### src/rtl/uartq_pkg.sv
// shared constants and codes for the uart queue engine
package uartq_pkg;

  localparam int unsigned QueueDepth = 16;
  localparam int unsigned PtrW       = $clog2(QueueDepth);
  localparam int unsigned CntW       = $clog2(QueueDepth + 1);

  localparam int unsigned FuncW  = 3;
  localparam int unsigned ByteW  = 8;
  localparam int unsigned WordW  = 11;
  localparam int unsigned FillW  = 5;

  // operation codes
  localparam logic [FuncW-1:0] FUNC_PUSH_TX  = 3'd0;
  localparam logic [FuncW-1:0] FUNC_POP_RX   = 3'd1;
  localparam logic [FuncW-1:0] FUNC_TX_EMPTY = 3'd2;
  localparam logic [FuncW-1:0] FUNC_RX_BYTE  = 3'd3;
  localparam logic [FuncW-1:0] FUNC_START    = 3'd4;
  localparam logic [FuncW-1:0] FUNC_CLEAR    = 3'd5;

  localparam logic [CntW-1:0] CNT_FULL = CntW'(QueueDepth);
  localparam logic [PtrW-1:0] PTR_LAST = PtrW'(QueueDepth - 1);

  function automatic logic [PtrW-1:0] ptr_next(input logic [PtrW-1:0] p);
    ptr_next = (p == PTR_LAST) ? '0 : p + PtrW'(1);
  endfunction

endpackage

### src/rtl/uartq_if.sv
// handshake channels: operation words in, result words out
interface uartq_req_if;
  logic                         valid;
  logic                         ready;
  logic [uartq_pkg::FuncW-1:0]  func;
  logic [uartq_pkg::ByteW-1:0]  byte_in;
  logic                         parity_err;
  logic                         frame_err;
  logic                         overrun_err;

  modport source (output valid, func, byte_in, parity_err, frame_err, overrun_err,
                  input ready);
  modport sink   (input valid, func, byte_in, parity_err, frame_err, overrun_err,
                  output ready);
endinterface

interface uartq_rsp_if;
  logic                         valid;
  logic                         ready;
  logic                         send_valid;
  logic [uartq_pkg::ByteW-1:0]  send_byte;
  logic                         send_done;
  logic                         got_valid;
  logic [uartq_pkg::WordW-1:0]  got_word;
  logic                         tx_overflowed;
  logic                         rx_overflowed;
  logic [uartq_pkg::FillW-1:0]  tx_fill;
  logic [uartq_pkg::FillW-1:0]  rx_fill;

  modport source (output valid, send_valid, send_byte, send_done, got_valid, got_word,
                  tx_overflowed, rx_overflowed, tx_fill, rx_fill,
                  input ready);
  modport sink   (input valid, send_valid, send_byte, send_done, got_valid, got_word,
                  tx_overflowed, rx_overflowed, tx_fill, rx_fill,
                  output ready);
endinterface

### src/rtl/uart_tx_rx_queue_engine_core.sv
// buffered uart queue pair: transmit byte queue, receive word queue, status
//
// channel   | dir | word carried
// ----------+-----+--------------------------------------------------------
// req_i     | in  | func, byte_in, parity_err, frame_err, overrun_err
// rsp_o     | out | send/got words, done flag, overflow flags, fill levels
//
// one word per cycle sustained while the result channel is not stalled; input
// register, then queue update into the result register
// the queue update for a word is one pointer/count step on flop arrays
// async active-low reset empties both queues and clears the busy and overflow flags
// a stalled result holds the update stage; the input register still takes a
// word while the update stage is free, so the pipeline fills before stalling
module uart_tx_rx_queue_engine_core (
  input  logic               clk_i,
  input  logic               rst_ni,
  uartq_req_if.sink          req_i,
  uartq_rsp_if.source        rsp_o
);

  localparam int unsigned PtrW  = uartq_pkg::PtrW;
  localparam int unsigned CntW  = uartq_pkg::CntW;
  localparam int unsigned ByteW = uartq_pkg::ByteW;
  localparam int unsigned WordW = uartq_pkg::WordW;
  localparam int unsigned FillW = uartq_pkg::FillW;

  // input register
  logic                           in_vld_q;
  logic [uartq_pkg::FuncW-1:0]    func_q;
  logic [ByteW-1:0]               byte_q;
  logic                           perr_q, ferr_q, oerr_q;

  // queue state
  logic [ByteW-1:0] tx_mem [uartq_pkg::QueueDepth];
  logic [WordW-1:0] rx_mem [uartq_pkg::QueueDepth];
  logic [PtrW-1:0]  tx_head_q, tx_head_d, tx_tail_q, tx_tail_d;
  logic [PtrW-1:0]  rx_head_q, rx_head_d, rx_tail_q, rx_tail_d;
  logic [CntW-1:0]  tx_cnt_q, tx_cnt_d, rx_cnt_q, rx_cnt_d;
  logic             sending_q, sending_d;
  logic             tx_ovf_q, tx_ovf_d, rx_ovf_q, rx_ovf_d;

  // result register
  logic             out_vld_q;
  logic             send_valid_q, send_valid_d;
  logic [ByteW-1:0] send_byte_q, send_byte_d;
  logic             send_done_q, send_done_d;
  logic             got_valid_q, got_valid_d;
  logic [WordW-1:0] got_word_q, got_word_d;

  logic             tx_wr, rx_wr;
  logic [WordW-1:0] rx_wr_word;
  logic [2:0]       errs;
  logic             step;

  // update stage fires when the result slot is free or being drained
  assign step        = in_vld_q && (!out_vld_q || rsp_o.ready);
  assign req_i.ready = !in_vld_q || step;

  always_ff @(posedge clk_i or negedge rst_ni) begin
    if (!rst_ni) begin
      in_vld_q <= 1'b0;
    end else if (req_i.ready) begin
      in_vld_q <= req_i.valid;
    end
  end

  always_ff @(posedge clk_i) begin
    if (req_i.ready && req_i.valid) begin
      func_q <= req_i.func;
      byte_q <= req_i.byte_in;
      perr_q <= req_i.parity_err;
      ferr_q <= req_i.frame_err;
      oerr_q <= req_i.overrun_err;
    end
  end

  // error bits replace the data byte when any is set
  assign errs       = {oerr_q, ferr_q, perr_q};
  assign rx_wr_word = (errs != 3'b000) ? {errs, {ByteW{1'b0}}} : {3'b000, byte_q};

  always_comb begin
    tx_head_d    = tx_head_q;
    tx_tail_d    = tx_tail_q;
    tx_cnt_d     = tx_cnt_q;
    rx_head_d    = rx_head_q;
    rx_tail_d    = rx_tail_q;
    rx_cnt_d     = rx_cnt_q;
    sending_d    = sending_q;
    tx_ovf_d     = tx_ovf_q;
    rx_ovf_d     = rx_ovf_q;
    send_valid_d = 1'b0;
    send_byte_d  = '0;
    send_done_d  = 1'b0;
    got_valid_d  = 1'b0;
    got_word_d   = '0;
    tx_wr        = 1'b0;
    rx_wr        = 1'b0;
    unique case (func_q)
      uartq_pkg::FUNC_PUSH_TX: begin
        if (tx_cnt_q < uartq_pkg::CNT_FULL) begin
          tx_wr     = 1'b1;
          tx_tail_d = uartq_pkg::ptr_next(tx_tail_q);
          tx_cnt_d  = tx_cnt_q + CntW'(1);
        end else begin
          tx_ovf_d = 1'b1;
        end
      end
      uartq_pkg::FUNC_POP_RX: begin
        if (rx_cnt_q != '0) begin
          got_valid_d = 1'b1;
          got_word_d  = rx_mem[rx_head_q];
          rx_head_d   = uartq_pkg::ptr_next(rx_head_q);
          rx_cnt_d    = rx_cnt_q - CntW'(1);
        end
      end
      uartq_pkg::FUNC_TX_EMPTY: begin
        if (tx_cnt_q != '0) begin
          send_valid_d = 1'b1;
          send_byte_d  = tx_mem[tx_head_q];
          tx_head_d    = uartq_pkg::ptr_next(tx_head_q);
          tx_cnt_d     = tx_cnt_q - CntW'(1);
          sending_d    = 1'b1;
        end else begin
          // queue drained: transmission over
          sending_d   = 1'b0;
          send_done_d = 1'b1;
        end
      end
      uartq_pkg::FUNC_RX_BYTE: begin
        if (rx_cnt_q < uartq_pkg::CNT_FULL) begin
          rx_wr     = 1'b1;
          rx_tail_d = uartq_pkg::ptr_next(rx_tail_q);
          rx_cnt_d  = rx_cnt_q + CntW'(1);
        end else begin
          rx_ovf_d = 1'b1;
        end
      end
      uartq_pkg::FUNC_START: begin
        // kick-start only when idle with bytes waiting
        if (tx_cnt_q != '0 && !sending_q) begin
          send_valid_d = 1'b1;
          send_byte_d  = tx_mem[tx_head_q];
          tx_head_d    = uartq_pkg::ptr_next(tx_head_q);
          tx_cnt_d     = tx_cnt_q - CntW'(1);
          sending_d    = 1'b1;
        end
      end
      uartq_pkg::FUNC_CLEAR: begin
        // overflow flags are sticky across a clear
        tx_head_d = '0;
        tx_tail_d = '0;
        tx_cnt_d  = '0;
        rx_head_d = '0;
        rx_tail_d = '0;
        rx_cnt_d  = '0;
        sending_d = 1'b0;
      end
      default: begin
        // unused codes only report status
      end
    endcase
  end

  always_ff @(posedge clk_i or negedge rst_ni) begin
    if (!rst_ni) begin
      tx_head_q <= '0;
      tx_tail_q <= '0;
      tx_cnt_q  <= '0;
      rx_head_q <= '0;
      rx_tail_q <= '0;
      rx_cnt_q  <= '0;
      sending_q <= 1'b0;
      tx_ovf_q  <= 1'b0;
      rx_ovf_q  <= 1'b0;
    end else if (step) begin
      tx_head_q <= tx_head_d;
      tx_tail_q <= tx_tail_d;
      tx_cnt_q  <= tx_cnt_d;
      rx_head_q <= rx_head_d;
      rx_tail_q <= rx_tail_d;
      rx_cnt_q  <= rx_cnt_d;
      sending_q <= sending_d;
      tx_ovf_q  <= tx_ovf_d;
      rx_ovf_q  <= rx_ovf_d;
    end
  end

  // queue storage, no reset: reads are guarded by the counts
  always_ff @(posedge clk_i) begin
    if (step && tx_wr) begin
      tx_mem[tx_tail_q] <= byte_q;
    end
    if (step && rx_wr) begin
      rx_mem[rx_tail_q] <= rx_wr_word;
    end
  end

  always_ff @(posedge clk_i or negedge rst_ni) begin
    if (!rst_ni) begin
      out_vld_q <= 1'b0;
    end else if (step) begin
      out_vld_q <= 1'b1;
    end else if (rsp_o.ready) begin
      out_vld_q <= 1'b0;
    end
  end

  always_ff @(posedge clk_i) begin
    if (step) begin
      send_valid_q <= send_valid_d;
      send_byte_q  <= send_byte_d;
      send_done_q  <= send_done_d;
      got_valid_q  <= got_valid_d;
      got_word_q   <= got_word_d;
    end
  end

  // status fields come straight from the state registers, updated with the result
  assign rsp_o.valid         = out_vld_q;
  assign rsp_o.send_valid    = send_valid_q;
  assign rsp_o.send_byte     = send_byte_q;
  assign rsp_o.send_done     = send_done_q;
  assign rsp_o.got_valid     = got_valid_q;
  assign rsp_o.got_word      = got_word_q;
  assign rsp_o.tx_overflowed = tx_ovf_q;
  assign rsp_o.rx_overflowed = rx_ovf_q;
  assign rsp_o.tx_fill       = FillW'(tx_cnt_q);
  assign rsp_o.rx_fill       = FillW'(rx_cnt_q);

`ifndef SYNTHESIS
  a_tx_cnt_range: assert property (@(posedge clk_i) disable iff (!rst_ni)
    tx_cnt_q <= uartq_pkg::CNT_FULL) else $error("tx count past depth");

  a_rx_ptr_match: assert property (@(posedge clk_i) disable iff (!rst_ni)
    (rx_cnt_q == '0 || rx_cnt_q == uartq_pkg::CNT_FULL) |-> rx_head_q == rx_tail_q)
    else $error("rx pointers disagree with count");

  a_tx_ptr_match: assert property (@(posedge clk_i) disable iff (!rst_ni)
    (tx_cnt_q == '0 || tx_cnt_q == uartq_pkg::CNT_FULL) |-> tx_head_q == tx_tail_q)
    else $error("tx pointers disagree with count");

  a_send_sets_busy: assert property (@(posedge clk_i) disable iff (!rst_ni)
    (step && send_valid_d) |=> sending_q) else $error("send without busy flag");

  a_done_exclusive: assert property (@(posedge clk_i) disable iff (!rst_ni)
    out_vld_q |-> !(send_done_q && send_valid_q) && !(got_valid_q && send_valid_q))
    else $error("conflicting result flags");
`endif

endmodule

### src/flat_wrapper.sv
// flat-port wrapper written by rule: the top's interface ports become plain ports
module uart_tx_rx_queue_engine_core_flat 
  (clk_i, rst_ni, req_i_valid, req_i_func, req_i_byte_in, req_i_parity_err, req_i_frame_err, req_i_overrun_err, req_i_ready, rsp_o_valid, rsp_o_send_valid, rsp_o_send_byte, rsp_o_send_done, rsp_o_got_valid, rsp_o_got_word, rsp_o_tx_overflowed, rsp_o_rx_overflowed, rsp_o_tx_fill, rsp_o_rx_fill, rsp_o_ready);
  uartq_req_if req_i_i ();
  uartq_rsp_if rsp_o_i ();
  input  logic clk_i;
  input  logic rst_ni;
  input wire logic [$bits(req_i_i.valid)-1:0] req_i_valid;
  input wire logic [$bits(req_i_i.func)-1:0] req_i_func;
  input wire logic [$bits(req_i_i.byte_in)-1:0] req_i_byte_in;
  input wire logic [$bits(req_i_i.parity_err)-1:0] req_i_parity_err;
  input wire logic [$bits(req_i_i.frame_err)-1:0] req_i_frame_err;
  input wire logic [$bits(req_i_i.overrun_err)-1:0] req_i_overrun_err;
  output wire logic [$bits(req_i_i.ready)-1:0] req_i_ready;
  output wire logic [$bits(rsp_o_i.valid)-1:0] rsp_o_valid;
  output wire logic [$bits(rsp_o_i.send_valid)-1:0] rsp_o_send_valid;
  output wire logic [$bits(rsp_o_i.send_byte)-1:0] rsp_o_send_byte;
  output wire logic [$bits(rsp_o_i.send_done)-1:0] rsp_o_send_done;
  output wire logic [$bits(rsp_o_i.got_valid)-1:0] rsp_o_got_valid;
  output wire logic [$bits(rsp_o_i.got_word)-1:0] rsp_o_got_word;
  output wire logic [$bits(rsp_o_i.tx_overflowed)-1:0] rsp_o_tx_overflowed;
  output wire logic [$bits(rsp_o_i.rx_overflowed)-1:0] rsp_o_rx_overflowed;
  output wire logic [$bits(rsp_o_i.tx_fill)-1:0] rsp_o_tx_fill;
  output wire logic [$bits(rsp_o_i.rx_fill)-1:0] rsp_o_rx_fill;
  input wire logic [$bits(rsp_o_i.ready)-1:0] rsp_o_ready;
  assign req_i_i.valid = req_i_valid;
  assign req_i_i.func = req_i_func;
  assign req_i_i.byte_in = req_i_byte_in;
  assign req_i_i.parity_err = req_i_parity_err;
  assign req_i_i.frame_err = req_i_frame_err;
  assign req_i_i.overrun_err = req_i_overrun_err;
  assign req_i_ready = req_i_i.ready;
  assign rsp_o_valid = rsp_o_i.valid;
  assign rsp_o_send_valid = rsp_o_i.send_valid;
  assign rsp_o_send_byte = rsp_o_i.send_byte;
  assign rsp_o_send_done = rsp_o_i.send_done;
  assign rsp_o_got_valid = rsp_o_i.got_valid;
  assign rsp_o_got_word = rsp_o_i.got_word;
  assign rsp_o_tx_overflowed = rsp_o_i.tx_overflowed;
  assign rsp_o_rx_overflowed = rsp_o_i.rx_overflowed;
  assign rsp_o_tx_fill = rsp_o_i.tx_fill;
  assign rsp_o_rx_fill = rsp_o_i.rx_fill;
  assign rsp_o_i.ready = rsp_o_ready;
  uart_tx_rx_queue_engine_core u_core (.clk_i(clk_i), .rst_ni(rst_ni), .req_i(req_i_i), .rsp_o(rsp_o_i));
endmodule
### config.mk
export PLATFORM = sky130hd
export DESIGN_NAME = uart_tx_rx_queue_engine_core_flat
export DESIGN_NICKNAME = d
export VERILOG_FILES = /design/src/rtl/uartq_pkg.sv /design/src/rtl/uartq_if.sv /design/src/rtl/uart_tx_rx_queue_engine_core.sv /design/src/flat_wrapper.sv
export SDC_FILE = /design/constraint.sdc
export NUM_CORES = 1
export LEC_CHECK = 0
export ABC_CLOCK_PERIOD_IN_PS = 4770
export BUFFER_PORTS_ARGS = -buffer_cell sky130_fd_sc_hd__clkbuf_2
export CELL_PAD_IN_SITES_DETAIL_PLACEMENT = 0
export CELL_PAD_IN_SITES_GLOBAL_PLACEMENT = 1
export CORE_MARGIN = 2
export CORE_UTILIZATION = 42
export CTS_CLUSTER_SIZE = 20
export DETAILED_ROUTE_END_ITERATION = 8
export GPL_TIMING_DRIVEN = 0
export PLACE_DENSITY_LB_ADDON = 0.1
export RECOVER_POWER = 50
export REMOVE_ABC_BUFFERS = 1
export SLEW_MARGIN = 10
export SYNTH_ARGS = -nofsm -noshare
export SYNTH_HDL_FRONTEND = slang
export SYNTH_SLANG_ARGS = --single-unit
### constraint.sdc
create_clock -name clk_i -period 4.77 [get_ports clk_i]
set_input_delay 0.954 -clock clk_i [delete_from_list [all_inputs] [get_ports clk_i]]
set_output_delay 0.954 -clock clk_i [all_outputs]
set_load 0.02 [all_outputs]
## Yosys cells after proc, flatten, opt, wreduce, memory -nomap -nowiden

Memory sizes are Yosys's and may differ from the RTL's. A register that Yosys moved wholly into a read port is not among the register bits.
Index checks and enable logic that the tools add are counted.

| cells by class | value |
|---|---|
| shift operators | 0 |
| add/subtract/negate cells | 8 |
| reductions and logical operators | 32 |
| div/mod/pow operators | 0 |
| bitwise operators | 2 |
| magnitude comparators | 2 |
| $mul | 0 |
| equality and inequality tests | 14 |
| muxes and demuxes | 41 |

Operators with widths:

| kind | count |
|---|---|
| 4-bit two-way mux | 9 |
| 5-bit two-way mux | 5 |
| 4-bit case mux with 2 select lines | 3 |
| 5-bit case mux with 4 select lines | 1 |
| 3-bit AND reduction | 6 |
| 4-bit by 1-bit adder with 4-bit output, second input constant | 4 |
| 4-bit == test, second input constant | 4 |
| 8-bit two-way mux | 2 |
| 8-bit case mux with 2 select lines | 1 |
| 1-bit two-way mux | 15 |
| 5-bit case mux with 3 select lines | 1 |
| 4-bit case mux with 3 select lines | 1 |
| 11-bit two-way mux | 1 |
| 5-bit by 1-bit adder with 5-bit output, second input constant | 2 |
| 5-bit less-than comparator, second input constant | 2 |
| 2-bit by 1-bit != test with 1-bit output, second input constant | 5 |
| 5-bit nonzero test | 2 |
| 5-bit by 1-bit subtractor with 5-bit output, second input constant | 2 |
| 3-bit nonzero test | 3 |
| 4-bit AND reduction | 2 |
| 2-bit nonzero test | 4 |
| 3-bit by 2-bit == test with 1-bit output, second input constant | 2 |
| 3-bit == test, second input constant | 2 |
| 1-bit logical AND | 5 |
| 10 further kinds | 15 |

| word-level totals | value |
|---|---|
| bits in registers | 56 |
| bits in read-only memories | 0 |
| output and inout bits | 36 |
| bits of input ports | 18 |
| bits in latches | 0 |
| memory bits (writable) | 304 |
| memories | 2 |
| word-level logic and storage cells | 121 |

Memory list:

| memory | words | bits a word | rd ports | clocked after Yosys merged registers in | write ports | line | source |
|---|---|---|---|---|---|---|---|
| u_core.rx_mem | 16 | 11 | 1 | 1 | 1 | uart_tx_rx_queue_engine_core.sv:35 | `logic [WordW-1:0] rx_mem [uartq_pkg::QueueDepth];` |
| u_core.tx_mem | 16 | 8 | 1 | 0 | 1 | uart_tx_rx_queue_engine_core.sv:34 | `logic [ByteW-1:0] tx_mem [uartq_pkg::QueueDepth];` |

## Depth between registers and ports, before layout

| logic depth | value |
|---|---|
| depth in word-level cells | 6 |
| mapped depth | 9 |
| gate-level depth less buffers | 8 |

## Worst setup path before layout

OpenSTA, ideal clock, no wires.

| path | value |
|---|---|
| path type | input port to flip-flop |
| from | input port rsp_o_ready |
| to | memory u_core.rx_mem[1][0], enable pin |
| setup time | 0.393 ns |
| slack | 1.333 ns |
| buffers on the path | 2 |
| data required time | 4.377 ns |
| arrival time | 3.044 ns |
| stages | 6 |
| path through | nand2b_1 > and2_1 > clkbuf_1 > buf_2 > nand3_1 > nor3_1 |

| on the way | value |
|---|---|
| longest elaborated chain between the ends | 5 |

Ends and longest elaborated chain:

| element | line | source |
|---|---|---|
| from (decl) | flat_wrapper.sv:25 | `input wire logic [$bits(rsp_o_i.ready)-1:0] rsp_o_ready;` |
| 1-bit logical OR | uart_tx_rx_queue_engine_core.sv:56 | `assign step = in_vld_q && (!out_vld_q \|\| rsp_o.ready);` |
| 1-bit logical AND | uart_tx_rx_queue_engine_core.sv:56 |  |
| via u_core.step | uart_tx_rx_queue_engine_core.sv:53 | `logic step;` |
| 1-bit logical AND | uart_tx_rx_queue_engine_core.sv:193 | `if (step && rx_wr) begin` |
| 1-bit two-way mux | uart_tx_rx_queue_engine_core.sv:193 |  |
| 1-bit two-way mux (implied by the code) | uart_tx_rx_queue_engine_core.sv:194 | `rx_mem[rx_tail_q] <= rx_wr_word;` |
| to (decl) | uart_tx_rx_queue_engine_core.sv:35 |  |

The timed path passes the listed nets, and every way through them passes these cells.

## Worst setup path after layout

| path | value |
|---|---|
| from | register u_core.func_q[0] (netlist bit) |
| to | register u_core.rx_tail_q[0] |

| on the way | value |
|---|---|
| longest elaborated chain between the ends | 3 |
| elaborated cells between the ends (all ways) | 6 |
| classes of those cells | eq/ne (3); mux (1); reduce/logical (2) |

Ends and longest elaborated chain:

| element | line | source |
|---|---|---|
| from (decl) | uart_tx_rx_queue_engine_core.sv:29 | `logic [uartq_pkg::FuncW-1:0] func_q;` |
| from (signal assigned) | uart_tx_rx_queue_engine_core.sv:69 | `func_q <= req_i.func;` |
| 3-bit by 2-bit == test with 1-bit output / 3-bit == test (equally long branches) | uart_tx_rx_queue_engine_core.sv:98 | `unique case (func_q)` |
| 2-bit by 1-bit != test with 1-bit output (no source line) / 2-bit nonzero test (equally long branches) | n/a |  |
| 3-bit AND reduction (no source line) | n/a |  |
| to (signal assigned) | uart_tx_rx_queue_engine_core.sv:180 | `rx_tail_q <= rx_tail_d;` |
| to (decl) | uart_tx_rx_queue_engine_core.sv:37 | `logic [PtrW-1:0] rx_head_q, rx_head_d, rx_tail_q, rx_tail_d;` |

Parallel ways exist; a longest one is shown, timed or not.
A chain may end at the register's enable or synchronous reset.

==> summary.md <==
| Metric | Value |
|---|---|
| Multi-input logic area | 3795 sq um |
| Setup Buffers After CTS | 0 |
| Slew Viols, Final | 32 |
| Routability congestion estimate | 0.7570 |
| CORE AREA | 35310 sq um |
| Setup CP Type | reg -> reg |
| Element type at the critical path end | flop |
| Count leader, synth | edfxtp_1 |
| Critical path arrival | 3.75 ns |
| HPWL Detailed | 20200 um |
| Yosys reg bits | 371 |
| Maximum clock path buffer count | 3 |
| Peak supply drop | 0.0002871 V |
| Final Worst Setup Slack | 1.470 ns |
| Synthesized area | 14980 sq um |
| Synth top area share | 68.16% |
| Initial DRT Pass Iterations | 5 |
| CP max FO | 21 |
| Placed cells | 1250 |
| Pwr dens | 515.8 nW/um^2 |
| Wire length after detailed routing | 30290 um |
| Synth top area cells | edfxtp_1, mux4_2, dfrtp_1 |
| Total gr overflow | 0 |
| Total inserted antenna cells | 0 |
| Failing checks | max-capacitance violations, max-slew violations |
| WL/cell | 22.86 um |
| Iter 0 DRT Violations | 416 |
| Top post-synthesis cells by count | edfxtp_1, mux4_2, and2_1, dfrtp_1, nor2_1 |
| Initial core utilization | 42.42% |
| Most used DFF post-synth | edfxtp_1 |
| Antenna violations before repair | 0 |
| Storage cell area | 10990 sq um |
| Status | finished, violations left |
| Die area | 37190 sq um |
| CTS-repair resized insts | 0 |
| Die H | 192.8 um |
| Final Total Pwr | 8.841 mW |
| Hold Path Class | reg -> reg |
| Synth warn | 0 |
| Mapped Cells | 755 |
| Number of core rows | 69 |
| Hold WS | 0.4635 ns |
| Drt drc | 0 |
| Post-CTS Hold Buffers | 0 |
| Vias in the first global route | 7648 |
| RSZ-0062 raised after global routing | no |
| Syn Area/Cell | 19.84 sq um |
| WHS Path Cells | 1 |
| Tmin final | 3.300 ns |
| H-tree depth | 2 |
| Yosys cell types | 54 |
| Total track usage | 16.84% |
| Reg2reg path depth | 5 |
| EDFF count, synth | 340 |
| Remaining antenna violation count | 0 |
| Final hold vios | 0 |
| Syn-to-layout area delta | 14.44% |
| Critical Path RT | 5.22 ns |
| Worst-Skew Late Latency | 0.53 ns |
| Achievable Freq | 0.3030 GHz |
| CTS tree | done |
| Dpl ws | 1.133 ns |
| Clk sinks | 371 |
| Width of the die | 192.8 um |
| First-pass GRT wire length | 45970 um |
| Critical Path Source Type | flop |
| Sequential area share after synthesis | 73.34% |
| Max-Slew Margin vs Limit | -27.13% |
| CTS Buf Count | 41 |
| Vias | 7057 |
| IO Count | 54 |
| Ys async rst share | 8.356% |
| Largest net degree at the start of global routing | 32 |
| Layout Cells excl Fill | 1325 |
| Fillers | 2950 |
| Clock skew | 0.01647 ns |
| Post-route clock period utilization | 69.18% |
| Yosys top cell by area | edfxtp_1 |
| P_leak | 5.603 nW |
| Layout cells sized above 1 | 24.19% |
| Vias per inst | 5.326 |
| Tightest Pin Transition | 1.907 ns |
| Setup Viol. Count Final | 0 |
| Maximum capacitance violations | 1 |
| Reg clk slew, reported paths | 0.06 ns |
| Port buffer count | 53 |
| Post-Route Utilization | 48.55% |
| CTS Root Cell | clkbuf_16 |
| Final nets | 872 |
-- flip-flops by register name (all words and copies together) (netlist names), 3 cells and up --
register                count
u_core.byte_q               8
u_core.func_q               3
u_core.rsp_o.got_word      11
u_core.rsp_o.rx_fill        5
u_core.rsp_o.send_byte      8
u_core.rsp_o.tx_fill        5
u_core.rx_head_q            4
u_core.rx_mem             176
u_core.rx_tail_q            4
u_core.tx_head_q            4
u_core.tx_mem             128
u_core.tx_tail_q            4
-- area by class of cell --
class	instances	area share, %
clock inverters	21	0.8248
multi-input cells	333	22.14
inverters	13	0.2847
clock buffers	54	6.387
well taps	461	3.365
repair buffers	72	2.891
flip-flops and latches	371	64.11
-- worst max-delay path: stages (launching register included) --
cell and delay, ns:
edfxtp_1 0.64, clkinv_1 0.39, nor2_1 1.17, o21ai_0 0.50
a311o_1 0.40, o21ai_1 0.12
-- through the flow --
step | setup TNS (ns) | area (sq um)
3_3_place_gp | -98.54 | 15620
4_1_cts | 0 | 17210
6_report | 0 | 17140
3_5_place_dp | 0 | 15970
5_1_grt | 0 | 17140
2_1_floorplan | 0 | 14780
-- placed cells by master (no fill, tap or decap), types with 8 or more instances in the layout --
master,netlist,routed
a21oi_1,14,14
and2_0,1,8
and2_1,32,24
buf_6,6,10
clkbuf_1,22,49
clkbuf_16,0,41
clkbuf_2,0,16
clkinv_1,1,12
dfrtp_1,31,28
edfxtp_1,340,340
ha_1,20,20
inv_1,12,12
mux4_2,95,95
nand2_1,14,14
nand2b_1,9,9
nand3_1,12,12
nor2_1,30,18
nor2_2,0,12
nor2b_1,14,14
o21ai_0,14,15
-- power breakdown --
group          internal [mW]  switching, mW  total, mW
Clock                   1.68           1.21       2.88
Sequential              3.70          0.423       4.12
Combinational           1.08          0.758       1.83
Total                   6.45           2.39       8.84
-- cell families after synthesis --
family	Yosys count	synth area share, %
simple gates	134	4.745
mux	105	15.03
compound gates	64	2.840
buf+inv	51	1.637
fa+ha+maj	22	1.938
flops	371	73.34
xor+xnor	8	0.4678
-- layer usage --
| metal | global-route usage, % | up-vias | wire, um |
|---|---|---|---|
| li1 | - | 3217 | - |
| met1 | 21.14 | 3683 | 12600 |
| met2 | 30.34 | 111 | 16120 |
| met3 | 2.600 | 46 | 962 |
| met4 | 4.521 | 0 | 607 |
| met5 | 0 | - | 0 |
-- path summary, 6_finish.rpt --
check                                                start                         end  slack, ns
worst max-delay path                      u_core.func_q[0]         u_core.rx_tail_q[0]       1.47
worst min-delay path            u_core.rsp_o.rx_overflowed  u_core.rsp_o.rx_overflowed       0.46
worst max register to register            u_core.func_q[0]         u_core.rx_tail_q[0]       1.47
worst min register to register  u_core.rsp_o.rx_overflowed  u_core.rsp_o.rx_overflowed       0.46
max in group asynchronous                           rst_ni         u_core.tx_head_q[1]       2.57
min in group asynchronous                           rst_ni     u_core.rsp_o.rx_fill[1]       0.94
No activity file was read; power rests on OpenSTA's default activity.
